$ cat src/hw/rtl/ptt_pkg.sv
// ----------------------------------------------------------------------------
// ptt_pkg
// Shared types, constants and helpers for the periodic timer table.
// ----------------------------------------------------------------------------
`default_nettype none

package ptt_pkg;

    // table geometry
    localparam int NUM_TIMERS = 16;
    localparam int IDX_W      = (NUM_TIMERS > 1) ? $clog2(NUM_TIMERS) : 1;
    localparam int CNT_W      = $clog2(NUM_TIMERS + 1);
    localparam logic [IDX_W-1:0] LAST_IDX = IDX_W'(NUM_TIMERS - 1);

    // field widths
    localparam int ID_W     = 32;
    localparam int TIME_W   = 32;
    localparam int PERIOD_W = 16;
    localparam int WAIT_W   = 10;

    localparam logic [PERIOD_W-1:0] DEFAULT_PERIOD = 16'd16;
    localparam logic [WAIT_W-1:0]   IDLE_WAIT      = 10'd100;
    localparam logic [WAIT_W-1:0]   MAX_WAIT       = 10'd1000;
    localparam logic [WAIT_W-1:0]   MIN_WAIT       = 10'd1;

    typedef enum logic [1:0] {
        CMD_SCHEDULE = 2'd0,
        CMD_CLEAR    = 2'd1,
        CMD_TICK     = 2'd2,
        CMD_NOP      = 2'd3
    } cmd_t;

    typedef enum logic [2:0] {
        ST_SCHEDULED = 3'd0,
        ST_CLEARED   = 3'd1,
        ST_NOT_FOUND = 3'd2,
        ST_FULL      = 3'd3,
        ST_FIRED     = 3'd4,
        ST_SUMMARY   = 3'd5
    } status_t;

    typedef struct packed {
        logic [1:0]          command;
        logic [PERIOD_W-1:0] interval_ms;
        logic [ID_W-1:0]     target_ident;
    } cmd_item_t;

    typedef struct packed {
        logic [ID_W-1:0]   result_ident;
        logic [2:0]        status;
        logic [WAIT_W-1:0] wait_ms;
        logic [4:0]        active_count;
        logic              last_result;
    } rsp_item_t;

    // one table entry as kept in the slot memory
    typedef struct packed {
        logic [ID_W-1:0]     ident;
        logic [TIME_W-1:0]   deadline;
        logic [PERIOD_W-1:0] period;
    } slot_t;

    // distance to a deadline, clamped; past deadlines give the minimum
    function automatic logic [WAIT_W-1:0] clamp_wait(input logic [TIME_W-1:0] d);
        logic [WAIT_W-1:0] w;
        if (d[TIME_W-1] || d == '0)
            w = MIN_WAIT;
        else if (d > TIME_W'(MAX_WAIT))
            w = MAX_WAIT;
        else
            w = d[WAIT_W-1:0];
        return w;
    endfunction

endpackage

`default_nettype wire

$ cat src/hw/rtl/periodic_timer_table.sv
// ----------------------------------------------------------------------------
// periodic_timer_table
// Table of periodic timers with a millisecond time base, fire and summary beats.
// ----------------------------------------------------------------------------
// Each schedule, clear or tick beat walks the whole slot memory, one slot a
// cycle, through a single-port-read, single-port-write memory with a
// registered read, then settles the table in a finish state. Schedule and
// clear then offer their single response beat. A tick rewrites due deadlines
// during that walk, then walks the slots a second time to send one fired beat
// per due timer in slot order, reading each slot and, for a fired slot,
// waiting for the output to take its beat, followed by a summary beat.
// Every beat of a command carries the post-command wait and active count;
// the last beat has last_result set. Command code three is taken and dropped
// with no response. Valid bits sit in flops cleared by reset, so no clearing
// pass is needed after reset.
`default_nettype none

module periodic_timer_table (
    input  wire logic                clk,
    input  wire logic                rst_n,
    input  wire logic                cmd_valid,
    output logic                     cmd_ready,
    input  wire ptt_pkg::cmd_item_t  cmd_data,
    output logic                     rsp_valid,
    input  wire logic                rsp_ready,
    output ptt_pkg::rsp_item_t       rsp_data
);
    import ptt_pkg::*;

    typedef enum logic [2:0] {
        S_IDLE,
        S_SCAN,
        S_FINISH,
        S_EMIT_RD,
        S_EMIT_WAIT,
        S_OUT
    } state_t;

    // slot memory, contents meaningful only where the valid bit is set
    slot_t slot_mem [NUM_TIMERS];
    slot_t rd_data_reg;
    logic [IDX_W-1:0] rd_addr;
    logic             mem_we;
    logic [IDX_W-1:0] mem_waddr;
    slot_t            mem_wdata;

    // control state
    state_t                state_reg, state_next;
    cmd_t                  cmd_reg, cmd_next;
    logic [TIME_W-1:0]     now_reg, now_next;
    logic [ID_W-1:0]       next_ident_reg, next_ident_next;
    logic [NUM_TIMERS-1:0] valid_reg, valid_next;
    logic [NUM_TIMERS-1:0] fire_reg, fire_next;
    logic [CNT_W-1:0]      count_reg, count_next;
    logic [IDX_W-1:0]      rd_idx_reg, rd_idx_next;
    logic                  issuing_reg, issuing_next;
    logic [IDX_W-1:0]      proc_idx_reg, proc_idx_next;
    logic                  proc_ok_reg, proc_ok_next;
    logic                  found_reg, found_next;
    logic [IDX_W-1:0]      hit_idx_reg, hit_idx_next;
    logic                  free_found_reg, free_found_next;
    logic [IDX_W-1:0]      free_idx_reg, free_idx_next;
    logic                  any_reg, any_next;
    logic [IDX_W-1:0]      emit_idx_reg, emit_idx_next;
    logic                  rsp_valid_reg, rsp_valid_next;

    // per-command payload
    logic [PERIOD_W-1:0]   period_reg, period_next;
    logic [ID_W-1:0]       target_reg, target_next;
    logic [ID_W-1:0]       id_reg, id_next;
    logic [ID_W-1:0]       after_reg, after_next;
    logic [WAIT_W-1:0]     acc_reg, acc_next;
    logic [WAIT_W-1:0]     wait_reg, wait_next;
    logic [ID_W-1:0]       res_ident_reg, res_ident_next;
    status_t               res_status_reg, res_status_next;
    rsp_item_t             rsp_data_reg, rsp_data_next;

    // slot under inspection during the walk
    logic              pv;
    logic [TIME_W-1:0] age;
    logic              due;
    logic [TIME_W-1:0] rearm_dl;
    logic [TIME_W-1:0] post_dl;
    logic [WAIT_W-1:0] slot_w;
    logic [ID_W-1:0]   match_id;
    logic              hit;
    logic              contrib;
    logic [WAIT_W-1:0] acc_min;
    logic [WAIT_W-1:0] base_wait;
    logic [WAIT_W-1:0] new_w;
    logic [IDX_W-1:0]  sched_idx;
    logic              rsp_free;
    logic              rsp_load;

    assign cmd_ready = (state_reg == S_IDLE);
    assign rsp_free  = !rsp_valid_reg || rsp_ready;
    assign rsp_valid = rsp_valid_reg;
    assign rsp_data  = rsp_data_reg;

    always_comb
    begin
        pv       = valid_reg[proc_idx_reg];
        age      = now_reg - rd_data_reg.deadline;
        due      = pv && !age[TIME_W-1];
        rearm_dl = now_reg + TIME_W'(rd_data_reg.period);
        post_dl  = due ? rearm_dl : rd_data_reg.deadline;
        slot_w   = clamp_wait(post_dl - now_reg);
        match_id = (cmd_reg == CMD_SCHEDULE) ? id_reg : target_reg;
        hit      = pv && !found_reg && (rd_data_reg.ident == match_id) &&
                   ((cmd_reg == CMD_SCHEDULE) || (target_reg != '0));
        // a slot being replaced or freed drops out of the minimum
        contrib  = pv && !(hit && (cmd_reg != CMD_TICK));
        acc_min  = (!any_reg || slot_w < acc_reg) ? slot_w : acc_reg;
        base_wait = any_reg ? acc_reg : IDLE_WAIT;
        new_w     = clamp_wait(TIME_W'(period_reg));
        sched_idx = found_reg ? hit_idx_reg : free_idx_reg;
    end

    always_comb
    begin
        state_next      = state_reg;
        cmd_next        = cmd_reg;
        now_next        = now_reg;
        next_ident_next = next_ident_reg;
        valid_next      = valid_reg;
        fire_next       = fire_reg;
        count_next      = count_reg;
        rd_idx_next     = rd_idx_reg;
        issuing_next    = issuing_reg;
        proc_idx_next   = proc_idx_reg;
        proc_ok_next    = proc_ok_reg;
        found_next      = found_reg;
        hit_idx_next    = hit_idx_reg;
        free_found_next = free_found_reg;
        free_idx_next   = free_idx_reg;
        any_next        = any_reg;
        emit_idx_next   = emit_idx_reg;
        period_next     = period_reg;
        target_next     = target_reg;
        id_next         = id_reg;
        after_next      = after_reg;
        acc_next        = acc_reg;
        wait_next       = wait_reg;
        res_ident_next  = res_ident_reg;
        res_status_next = res_status_reg;
        rsp_data_next   = rsp_data_reg;
        rsp_load        = 1'b0;
        rd_addr         = rd_idx_reg;
        mem_we          = 1'b0;
        mem_waddr       = proc_idx_reg;
        mem_wdata       = rd_data_reg;

        unique case (state_reg)
            S_IDLE:
            begin
                if (cmd_valid)
                begin
                    cmd_next    = cmd_t'(cmd_data.command);
                    target_next = cmd_data.target_ident;
                    period_next = (cmd_data.interval_ms == '0) ? DEFAULT_PERIOD
                                                               : cmd_data.interval_ms;
                    // identifier zero is skipped
                    if (next_ident_reg == '0)
                    begin
                        id_next    = ID_W'(1);
                        after_next = ID_W'(2);
                    end
                    else
                    begin
                        id_next    = next_ident_reg;
                        after_next = next_ident_reg + ID_W'(1);
                    end
                    if (cmd_data.command == CMD_TICK)
                        now_next = now_reg + TIME_W'(1);
                    if (cmd_data.command != CMD_NOP)
                    begin
                        state_next      = S_SCAN;
                        rd_idx_next     = '0;
                        issuing_next    = 1'b1;
                        proc_ok_next    = 1'b0;
                        found_next      = 1'b0;
                        free_found_next = 1'b0;
                        any_next        = 1'b0;
                        fire_next       = '0;
                    end
                end
            end

            S_SCAN:
            begin
                proc_idx_next = rd_idx_reg;
                proc_ok_next  = issuing_reg;
                if (issuing_reg)
                begin
                    if (rd_idx_reg == LAST_IDX)
                        issuing_next = 1'b0;
                    else
                        rd_idx_next = rd_idx_reg + IDX_W'(1);
                end
                if (proc_ok_reg)
                begin
                    if (contrib)
                    begin
                        acc_next = acc_min;
                        any_next = 1'b1;
                    end
                    if (cmd_reg == CMD_TICK)
                    begin
                        if (due)
                        begin
                            mem_we                  = 1'b1;
                            mem_wdata.deadline      = rearm_dl;
                            fire_next[proc_idx_reg] = 1'b1;
                        end
                    end
                    else
                    begin
                        if (hit)
                        begin
                            found_next   = 1'b1;
                            hit_idx_next = proc_idx_reg;
                        end
                        if ((cmd_reg == CMD_SCHEDULE) && !pv && !free_found_reg)
                        begin
                            free_found_next = 1'b1;
                            free_idx_next   = proc_idx_reg;
                        end
                    end
                    if (proc_idx_reg == LAST_IDX)
                        state_next = S_FINISH;
                end
            end

            S_FINISH:
            begin
                wait_next  = base_wait;
                state_next = S_OUT;
                unique case (cmd_reg)
                    CMD_SCHEDULE:
                    begin
                        if (found_reg || free_found_reg)
                        begin
                            mem_we             = 1'b1;
                            mem_waddr          = sched_idx;
                            mem_wdata.ident    = id_reg;
                            mem_wdata.deadline = now_reg + TIME_W'(period_reg);
                            mem_wdata.period   = period_reg;
                            valid_next[sched_idx] = 1'b1;
                            next_ident_next    = after_reg;
                            if (!found_reg)
                                count_next = count_reg + CNT_W'(1);
                            wait_next       = (!any_reg || new_w < acc_reg) ? new_w : acc_reg;
                            res_ident_next  = id_reg;
                            res_status_next = ST_SCHEDULED;
                        end
                        else
                        begin
                            res_ident_next  = '0;
                            res_status_next = ST_FULL;
                        end
                    end
                    CMD_CLEAR:
                    begin
                        if (found_reg)
                        begin
                            valid_next[hit_idx_reg] = 1'b0;
                            count_next      = count_reg - CNT_W'(1);
                            res_ident_next  = target_reg;
                            res_status_next = ST_CLEARED;
                        end
                        else
                        begin
                            res_ident_next  = '0;
                            res_status_next = ST_NOT_FOUND;
                        end
                    end
                    CMD_TICK:
                    begin
                        res_ident_next  = '0;
                        res_status_next = ST_SUMMARY;
                        emit_idx_next   = '0;
                        state_next      = S_EMIT_RD;
                    end
                    default:
                    begin
                        state_next = S_IDLE;
                    end
                endcase
            end

            S_EMIT_RD:
            begin
                rd_addr = emit_idx_reg;
                if (fire_reg[emit_idx_reg])
                    state_next = S_EMIT_WAIT;
                else if (emit_idx_reg == LAST_IDX)
                    state_next = S_OUT;
                else
                    emit_idx_next = emit_idx_reg + IDX_W'(1);
            end

            S_EMIT_WAIT:
            begin
                // hold the address so the read data stays put under backpressure
                rd_addr = emit_idx_reg;
                if (rsp_free)
                begin
                    rsp_load                   = 1'b1;
                    rsp_data_next.result_ident = rd_data_reg.ident;
                    rsp_data_next.status       = ST_FIRED;
                    rsp_data_next.wait_ms      = wait_reg;
                    rsp_data_next.active_count = 5'(count_reg);
                    rsp_data_next.last_result  = 1'b0;
                    if (emit_idx_reg == LAST_IDX)
                        state_next = S_OUT;
                    else
                    begin
                        emit_idx_next = emit_idx_reg + IDX_W'(1);
                        state_next    = S_EMIT_RD;
                    end
                end
            end

            S_OUT:
            begin
                if (rsp_free)
                begin
                    rsp_load                   = 1'b1;
                    rsp_data_next.result_ident = res_ident_reg;
                    rsp_data_next.status       = res_status_reg;
                    rsp_data_next.wait_ms      = wait_reg;
                    rsp_data_next.active_count = 5'(count_reg);
                    rsp_data_next.last_result  = 1'b1;
                    state_next                 = S_IDLE;
                end
            end

            default:
            begin
                state_next = S_IDLE;
            end
        endcase

        if (rsp_load)
            rsp_valid_next = 1'b1;
        else if (rsp_ready)
            rsp_valid_next = 1'b0;
        else
            rsp_valid_next = rsp_valid_reg;
    end

    // slot memory: one write and one registered read per cycle
    always_ff @(posedge clk)
    begin
        if (mem_we)
            slot_mem[mem_waddr] <= mem_wdata;
        rd_data_reg <= slot_mem[rd_addr];
    end

    // control state and the registered response valid flag
    always_ff @(posedge clk or negedge rst_n)
    begin
        if (!rst_n)
        begin
            state_reg      <= S_IDLE;
            cmd_reg        <= CMD_NOP;
            now_reg        <= '0;
            next_ident_reg <= ID_W'(1);
            valid_reg      <= '0;
            fire_reg       <= '0;
            count_reg      <= '0;
            rd_idx_reg     <= '0;
            issuing_reg    <= 1'b0;
            proc_idx_reg   <= '0;
            proc_ok_reg    <= 1'b0;
            found_reg      <= 1'b0;
            hit_idx_reg    <= '0;
            free_found_reg <= 1'b0;
            free_idx_reg   <= '0;
            any_reg        <= 1'b0;
            emit_idx_reg   <= '0;
            rsp_valid_reg  <= 1'b0;
        end
        else
        begin
            state_reg      <= state_next;
            cmd_reg        <= cmd_next;
            now_reg        <= now_next;
            next_ident_reg <= next_ident_next;
            valid_reg      <= valid_next;
            fire_reg       <= fire_next;
            count_reg      <= count_next;
            rd_idx_reg     <= rd_idx_next;
            issuing_reg    <= issuing_next;
            proc_idx_reg   <= proc_idx_next;
            proc_ok_reg    <= proc_ok_next;
            found_reg      <= found_next;
            hit_idx_reg    <= hit_idx_next;
            free_found_reg <= free_found_next;
            free_idx_reg   <= free_idx_next;
            any_reg        <= any_next;
            emit_idx_reg   <= emit_idx_next;
            rsp_valid_reg  <= rsp_valid_next;
        end
    end

    // payload registers
    always_ff @(posedge clk)
    begin
        period_reg     <= period_next;
        target_reg     <= target_next;
        id_reg         <= id_next;
        after_reg      <= after_next;
        acc_reg        <= acc_next;
        wait_reg       <= wait_next;
        res_ident_reg  <= res_ident_next;
        res_status_reg <= res_status_next;
        rsp_data_reg   <= rsp_data_next;
    end

    // running count matches the valid bits between commands
    a_count_tracks_valid: assert property (@(posedge clk) disable iff (!rst_n)
        (state_reg == S_IDLE) |-> (count_reg == CNT_W'($countones(valid_reg))))
        else $error("active count out of step with valid bits");

    a_count_bound: assert property (@(posedge clk) disable iff (!rst_n)
        count_reg <= CNT_W'(NUM_TIMERS))
        else $error("active count above table size");

    // a fired beat is only sent for a slot marked due
    a_emit_due_only: assert property (@(posedge clk) disable iff (!rst_n)
        (state_reg == S_EMIT_WAIT) |-> fire_reg[emit_idx_reg])
        else $error("fire beat for a slot that was not due");

    // the last beat of a command returns the block to idle
    a_last_ends_cmd: assert property (@(posedge clk) disable iff (!rst_n)
        (rsp_load && rsp_data_next.last_result) |=> (state_reg == S_IDLE))
        else $error("last beat sent without ending the command");

endmodule

`default_nettype wire
$ cat config.mk
export PLATFORM = sky130hd
export DESIGN_NAME = periodic_timer_table
export DESIGN_NICKNAME = d
export VERILOG_FILES = /design/src/hw/rtl/ptt_pkg.sv /design/src/hw/rtl/periodic_timer_table.sv
export SDC_FILE = /design/constraint.sdc
export NUM_CORES = 2
export LEC_CHECK = 0
export ABC_AREA = 1
export BUFFER_PORTS_ARGS = -buffer_cell sky130_fd_sc_hd__buf_2
export CAP_MARGIN = 20
export CORE_MARGIN = 2
export CORE_UTILIZATION = 50
export CTS_CLUSTER_SIZE = 30
export DETAILED_ROUTE_END_ITERATION = 10
export HOLD_SLACK_MARGIN = 0.08
export PLACE_DENSITY = 0.74
export RECOVER_POWER = 100
export REMOVE_ABC_BUFFERS = 1
export SLEW_MARGIN = 20
export SYNTH_ARGS = -nofsm -noshare
export SYNTH_HDL_FRONTEND = slang
export SYNTH_SLANG_ARGS = --single-unit
$ cat constraint.sdc
create_clock -name clk -period 8.77 [get_ports clk]
set_input_delay 0.877 -clock clk [delete_from_list [all_inputs] [get_ports clk]]
set_output_delay 0.877 -clock clk [all_outputs]
set_load 0.01 [all_outputs]
== Yosys cells after proc, flatten, opt, wreduce, memory -nomap -nowiden ==
Memory sizes are Yosys's and may differ from the RTL's. A register that Yosys moved wholly into a read port is not among the register bits.
Cells that the tools add are included.
Word-level totals
  register bits after elaboration: 350
  output and inout port bits: 53
  logic and storage cells: 256
  memories kept: 1
  bits in writable memories: 1280
  bits in read-only memories: 0
  bits in latches: 0
  input port bits: 54
Operators by class
  bitwise logic cells: 5
  divide/modulo/power cells: 0
  reduce and logical (&&, ||, !) cells: 58
  eq/ne operators: 34
  shifts and indexed selects: 0
  multiplexer cells: 106
  add/sub/neg operators: 10
  $lt $le $gt $ge: 11
  multipliers: 0
Memories
  slot_mem: depth 16, bits a word 80, rd ports 1, clocked after memory_dff 1, write ports 1, line periodic_timer_table.sv:40  | slot_t slot_mem [NUM_TIMERS];
Operators by type and width (count)
  $mux 32: 7
  $mux 80: 2
  $mux 16: 8
  $mux 51: 2
  $pmux 51 s2: 1
  $pmux 32 s3: 1
  $mux 10: 8
  $add 32x1->32 const B: 2
  $add 32x16->32: 2
  $logic_not 32->1: 2
  $pmux 16 s2: 2
  $pmux 32 s2: 1
  $sub 32x32->32: 2
  $mux 4: 13
  $ne 2x2->1 const B: 19
  $eq 32x32->1: 1
  $gt 32x10->1 const B: 1
  $logic_not 16->1: 2
  $or 16x16->16: 2
  $reduce_bool 32->1: 1
  $mux 1: 30
  $mux 3: 9
  $lt 10x10->1: 2
  $lt 4x5->1 const B: 4
  41 further kinds: 100

== Depth between registers and ports, before layout ==
  word-level depth: 11
  depth in mapped cells: 43

== Least setup slack after synthesis ==
No wires, ideal clock.
  kind: reg2reg
  start point: register now_reg[0]
  end point: register acc_reg[0] (enable)
  arrival time: 5768 ps
  required time: 8390 ps
  slack: 2622 ps
  stages on the path, launching flop included: 40
  buffers on the path: 0
  cell sequence: dfrtp_1 ha_1 fa_1 nand3_1 nand2_1 a21oi_1 o21ai_1 a21boi_1 inv_2 a21oi_1 o21ai_1 nand2_1 nor2_1 nor2_1 o21ai_0 o21ai_0 inv_1 ha_1 (+4 left out) nand2_1 nand3_1 nand2_1 nand2_1 xor2_1 nor2_1 nand4_1 nor2_1 a21oi_1 inv_2 a31oi_1 ha_1 a21oi_1 nor2_1 a211oi_1 o221a_2 nand2_1 a21oi_1
On the way
  longest elaborated chain between the ends: 11
RTL lines
  start: declaration: line periodic_timer_table.sv:50  | logic [TIME_W-1:0] now_reg, now_next;
  start signal: assignment: line periodic_timer_table.sv:388  | now_reg <= now_next;
  $sub 32x32->32: line periodic_timer_table.sv:103  | age = now_reg - rd_data_reg.deadline;
  $logic_not 1->1: line periodic_timer_table.sv:104  | due = pv && !age[TIME_W-1];
  $logic_and 1x1->1: line periodic_timer_table.sv:104
  $mux 32: line periodic_timer_table.sv:106  | post_dl = due ? rearm_dl : rd_data_reg.deadline;
  $sub 32x32->32 *: line periodic_timer_table.sv:107  | slot_w = clamp_wait(post_dl - now_reg);
  $gt 32x10->1 / $logic_not 32->1 (equally long branches): line ptt_pkg.sv:68, ptt_pkg.sv:66
  $mux 10 / $logic_or 1x1->1 (equally long branches): line ptt_pkg.sv:68, ptt_pkg.sv:66
  $mux 10 *: line ptt_pkg.sv:66  | if (d[TIME_W-1] || d == '0)
  via slot_w[3]: line periodic_timer_table.sv:84  | logic [WAIT_W-1:0] slot_w;
  $lt 10x10->1 *: line periodic_timer_table.sv:113  | acc_min = (!any_reg || slot_w < acc_reg) ? slot_w : acc_reg;
  $logic_or 1x1->1 *: line periodic_timer_table.sv:113
  $reduce_and 4->1 (no line) *
  end signal: assignment: line periodic_timer_table.sv:414  | acc_reg <= acc_next;
  end: declaration: line periodic_timer_table.sv:72  | logic [WAIT_W-1:0] acc_reg, acc_next;
Mark *: on every way through the listed nets, which the timed path passes. The rest lies on a longest branch.
A chain may end at the register's enable or synchronous reset.

== Final worst setup path ==
  start point: register found_reg
  end point: memory slot_mem[5][72] in the netlist's numbering (enable)
On the way
  longest elaborated chain between the ends: 6
RTL lines
  start: declaration: line periodic_timer_table.sv:59  | logic found_reg, found_next;
  start signal: assignment: line periodic_timer_table.sv:397  | found_reg <= found_next;
  $logic_or 1x1->1: line periodic_timer_table.sv:241  | if (found_reg || free_found_reg)
  $mux 1: line periodic_timer_table.sv:241
  $mux 1: line periodic_timer_table.sv:238  | unique case (cmd_reg)
  $pmux 1 s2: line periodic_timer_table.sv:153  | unique case (state_reg)
  $mux 1: line periodic_timer_table.sv:355  | if (mem_we)
  $mux 1 (implied by the code): line periodic_timer_table.sv:356  | slot_mem[mem_waddr] <= mem_wdata;
  end: declaration: line periodic_timer_table.sv:40
Parallel ways exist; a longest one is shown, timed or not.

==> metrics.md <==
| Metric | Value |
|---|---|
| Peak supply drop | `0.000400 V` |
| Critical path arrival | `8.80 ns` |
| Most common cell in the netlist | `edfxtp_1` |
| IO buf count | `106` |
| Ports | `107` |
| Sequential area share after synthesis | `0.665` |
| Nature of the critical path endpoint | `register` |
| Total detailed-routing wirelength | `205 mm` |
| Vias in the first global route | `50.5k` |
| Setup CP Type | `register to register` |
| Top cell type's share of synthesized area | `0.599` |
| Root Buffer | `clkbuf_16` |
| Slowest cell on crit path | `nor2_1` |
| Post-synth top flop | `edfxtp_1` |
| Clock edge transition at the registers on the reported setup and hold paths | `0.06 ns` |
| Slew @ Worst Pin | `3.97 ns` |
| Initial Util | `0.502` |
| Number of cell rows | `142` |
| Layout cell share with drive strength beyond 1 | `0.0537` |
| Core Area | `0.149 mm2` |
| Synth top cells by count | `edfxtp_1 (1498), nor2_1 (1172), o21ai_0 (993)` |
| Post-synth cell types | `67` |
| Worst-Skew Late Latency | `0.84 ns` |
| Initial antenna violation count | `4` |
| Grt ovf | `0` |
| Routed len/inst | `22.8 um` |
| RSZ-0062 raised after global routing | `no` |
| Via count | `53.2k` |
| H-tree levels | `4` |
| DR vias/cell | `5.90` |
| Highest clock rate | `119 MHz` |
| Pin count of the biggest net entering global routing | `209` |
| Footprint of the multi-input gates | `0.0218 mm2` |
| HPWL Detailed | `119 mm` |
| Max stage delay on crit path | `1.84 ns` |
| Failing checks | `capacitance limit, slew limit` |
| Cell accounting for the most synthesized area | `edfxtp_1` |
| Fill cells | `12.4k` |
| Top cells by area, synth | `edfxtp_1 (60%), o21ai_0 (6.6%), nor2_1 (5.9%)` |
| Fin crit share | `0.956` |
| Mapped cell area | `0.0750 mm2` |
| CTS buffer count | `173` |
| Fin area | `0.0827 mm2` |
| Hold Crit Class | `input pin to register` |
| WHS | `0.218 ns` |
| Mapped Cells | `6836` |
| Clock skew | `0.0699 ns` |
| Final Util | `0.554` |
| Final Hold Viols | `0` |
| CP delay by family, top | `buffers and inverters` |
| GP Congestion | `0.947` |
| R2r startpoint | `found_reg` |
| # DRC | `0` |
| Crit path launch | `found_reg` |
| Final setup vio count | `0` |
| Hold Path Origin | `cmd_data[24]` |
| Cell Pwr Density | `377 mW/mm2` |
| Drt first pass iters | `6` |
| Asr flop ratio synth | `0.0772` |
| Worst Slack Setup Final | `0.389 ns` |
| Minimum clock period | `8.38 ns` |
| First-pass GRT wire length | `307 mm` |
| Status | `complete, but fails checks` |
| Critical Path Fanout Max | `30` |
| WP buf/inv | `5` |
| Area delta synth->final | `10.2%` |
| Leak | `29.0 nW` |
| Required time worst endpoint | `9.19 ns` |
| Num Clock Sinks | `1710` |
| Setup TNS | `0 ns` |
| CTS tree | `yes` |
| Max Root-Sink Buffers | `3` |
| Pins Over Slew Limit | `1978` |
| CP Launch Type | `register` |
| Synth warnings | `0` |
| Global Route Usage Sum | `0.265` |
| Crit-path cells | `nor2_2 -> clkbuf_1 -> nor2_1 -> inv_1 -> nor2_1 -> inv_1 -> o21ai_0 -> inv_1 -> nand3_1 -> nor2_1 -> clkbuf_2` |
| Synthesized area per cell | `11.0 um2` |
| Die Span X | `391 um` |
| Max FFs per register | `1280` |
| EDFF count, synth | `1498` |
| Final nets | `7037` |
| Cts repair resizes | `0` |
| Maxcap violations | `45` |
| Placed cell area | `0.0779 mm2` |
| Die footprint | `0.153 mm2` |
| First DRT Iteration DRCs | `6765` |
| Die Y | `391 um` |
| Final ANT Viol Nets | `0` |
| Post-synthesis register bit count | `1710` |
| Dpl ws | `1.26 ns` |
| Slew HR | `-1.68` |
| Sequential Area | `0.0499 mm2` |
-- worst register-to-register path: stages, from the launching register on --
cell and delay (ns):
dfrtp_1 0.58, nor2_2 0.18, clkbuf_1 1.42, nor2_1 0.34, inv_1 0.82, nor2_1 0.22
inv_1 0.70, o21ai_0 0.31, inv_1 0.14, nand3_1 0.15, nor2_1 1.84, clkbuf_2 1.22
-- metrics by stage --
step	std cells	power, mW
after detailed placement	8679	23.9
after global placement	8676	23.6
after CTS	9005	31.2
after floorplan	6437	19.3
final	9023	31.2
after global routing	9021	33.0
-- layer usage --
metal	wire length (um)	track usage
met3	19100	0.0453
met2	95600	0.420
met5	43	0
met1	83200	0.366
met4	7480	0.0999
-- cell families after synthesis --
group           synth area share
buf+inv                   0.0435
flops                      0.665
compound gates             0.121
simple gates               0.134
fa+ha+maj                 0.0217
xor+xnor                  0.0148
-- what timing repair did --
action / CTS / global route
hold buffers: 1 / 0
setup endpoints to repair: 0 / 0
buffers inserted: 0 / 0
hold endpoints to repair: 33 / 0
-- area by class of cell --
cell class / instances / share of cell area
clock buffer: 239 / 0.0575
inverter: 436 / 0.0199
sequential: 1710 / 0.603
antenna: 2 / 0.0000605
tap: 2016 / 0.0305
clock inverter: 86 / 0.0114
timing repair buffer: 243 / 0.0142
multi-input combinational: 4291 / 0.263
-- cell usage in the layout, fill, tap and decap left out, types with 9 or more instances in the layout --
master     Yosys  final
buf_4          0     24
o21ai_1       96     68
clkbuf_2       1     14
nor2_1      1172   1175
clkbuf_8       0     14
nand4_1       42     42
o31ai_1       34     34
o211ai_1      51     51
nor4_1        31     34
bufinv_16      0     13
o21ai_0      993   1019
nor3_1       193    204
o22ai_1       15     15
nand3_1      133    136
nand2_1      811    811
ha_1         124    124
a21oi_1      177    178
inv_1        422    425
buf_2         95     33
clkbuf_1     281    209
or2_2          9      9
clkinv_1       1     24
edfxtp_1    1498   1498
xnor2_1       20     20
xor2_1       107    107
dfxtp_1       80     80
clkinv_2       0     28
clkbuf_16      0    175
dfrtp_1      129    129
a21o_1         9      9
o221ai_1     160    160
-- final timing paths --
kind	slack, ns	cells after the start	end
max reg2reg	0.39	11	slot_mem[5][72]
min	0.22	1	target_reg[24]
min in group asynchronous	1.55	2	now_reg[0]
max in group asynchronous	2.45	4	fire_reg[9]
min reg2reg	0.42	0	rsp_data[13]
max	0.39	11	slot_mem[5][72]
-- report_power, final --
part | switching, mW | internal (mW) | leakage [nW] | total [mW]
clock network | 3.16 | 4.22 | 2.77 | 7.38
logic | 8.82 | 3.20 | 10.3 | 12.0
registers | 0.629 | 11.2 | 15.9 | 11.8
total | 12.6 | 18.6 | 29.0 | 31.2
(Power assumes the default switching activity.)
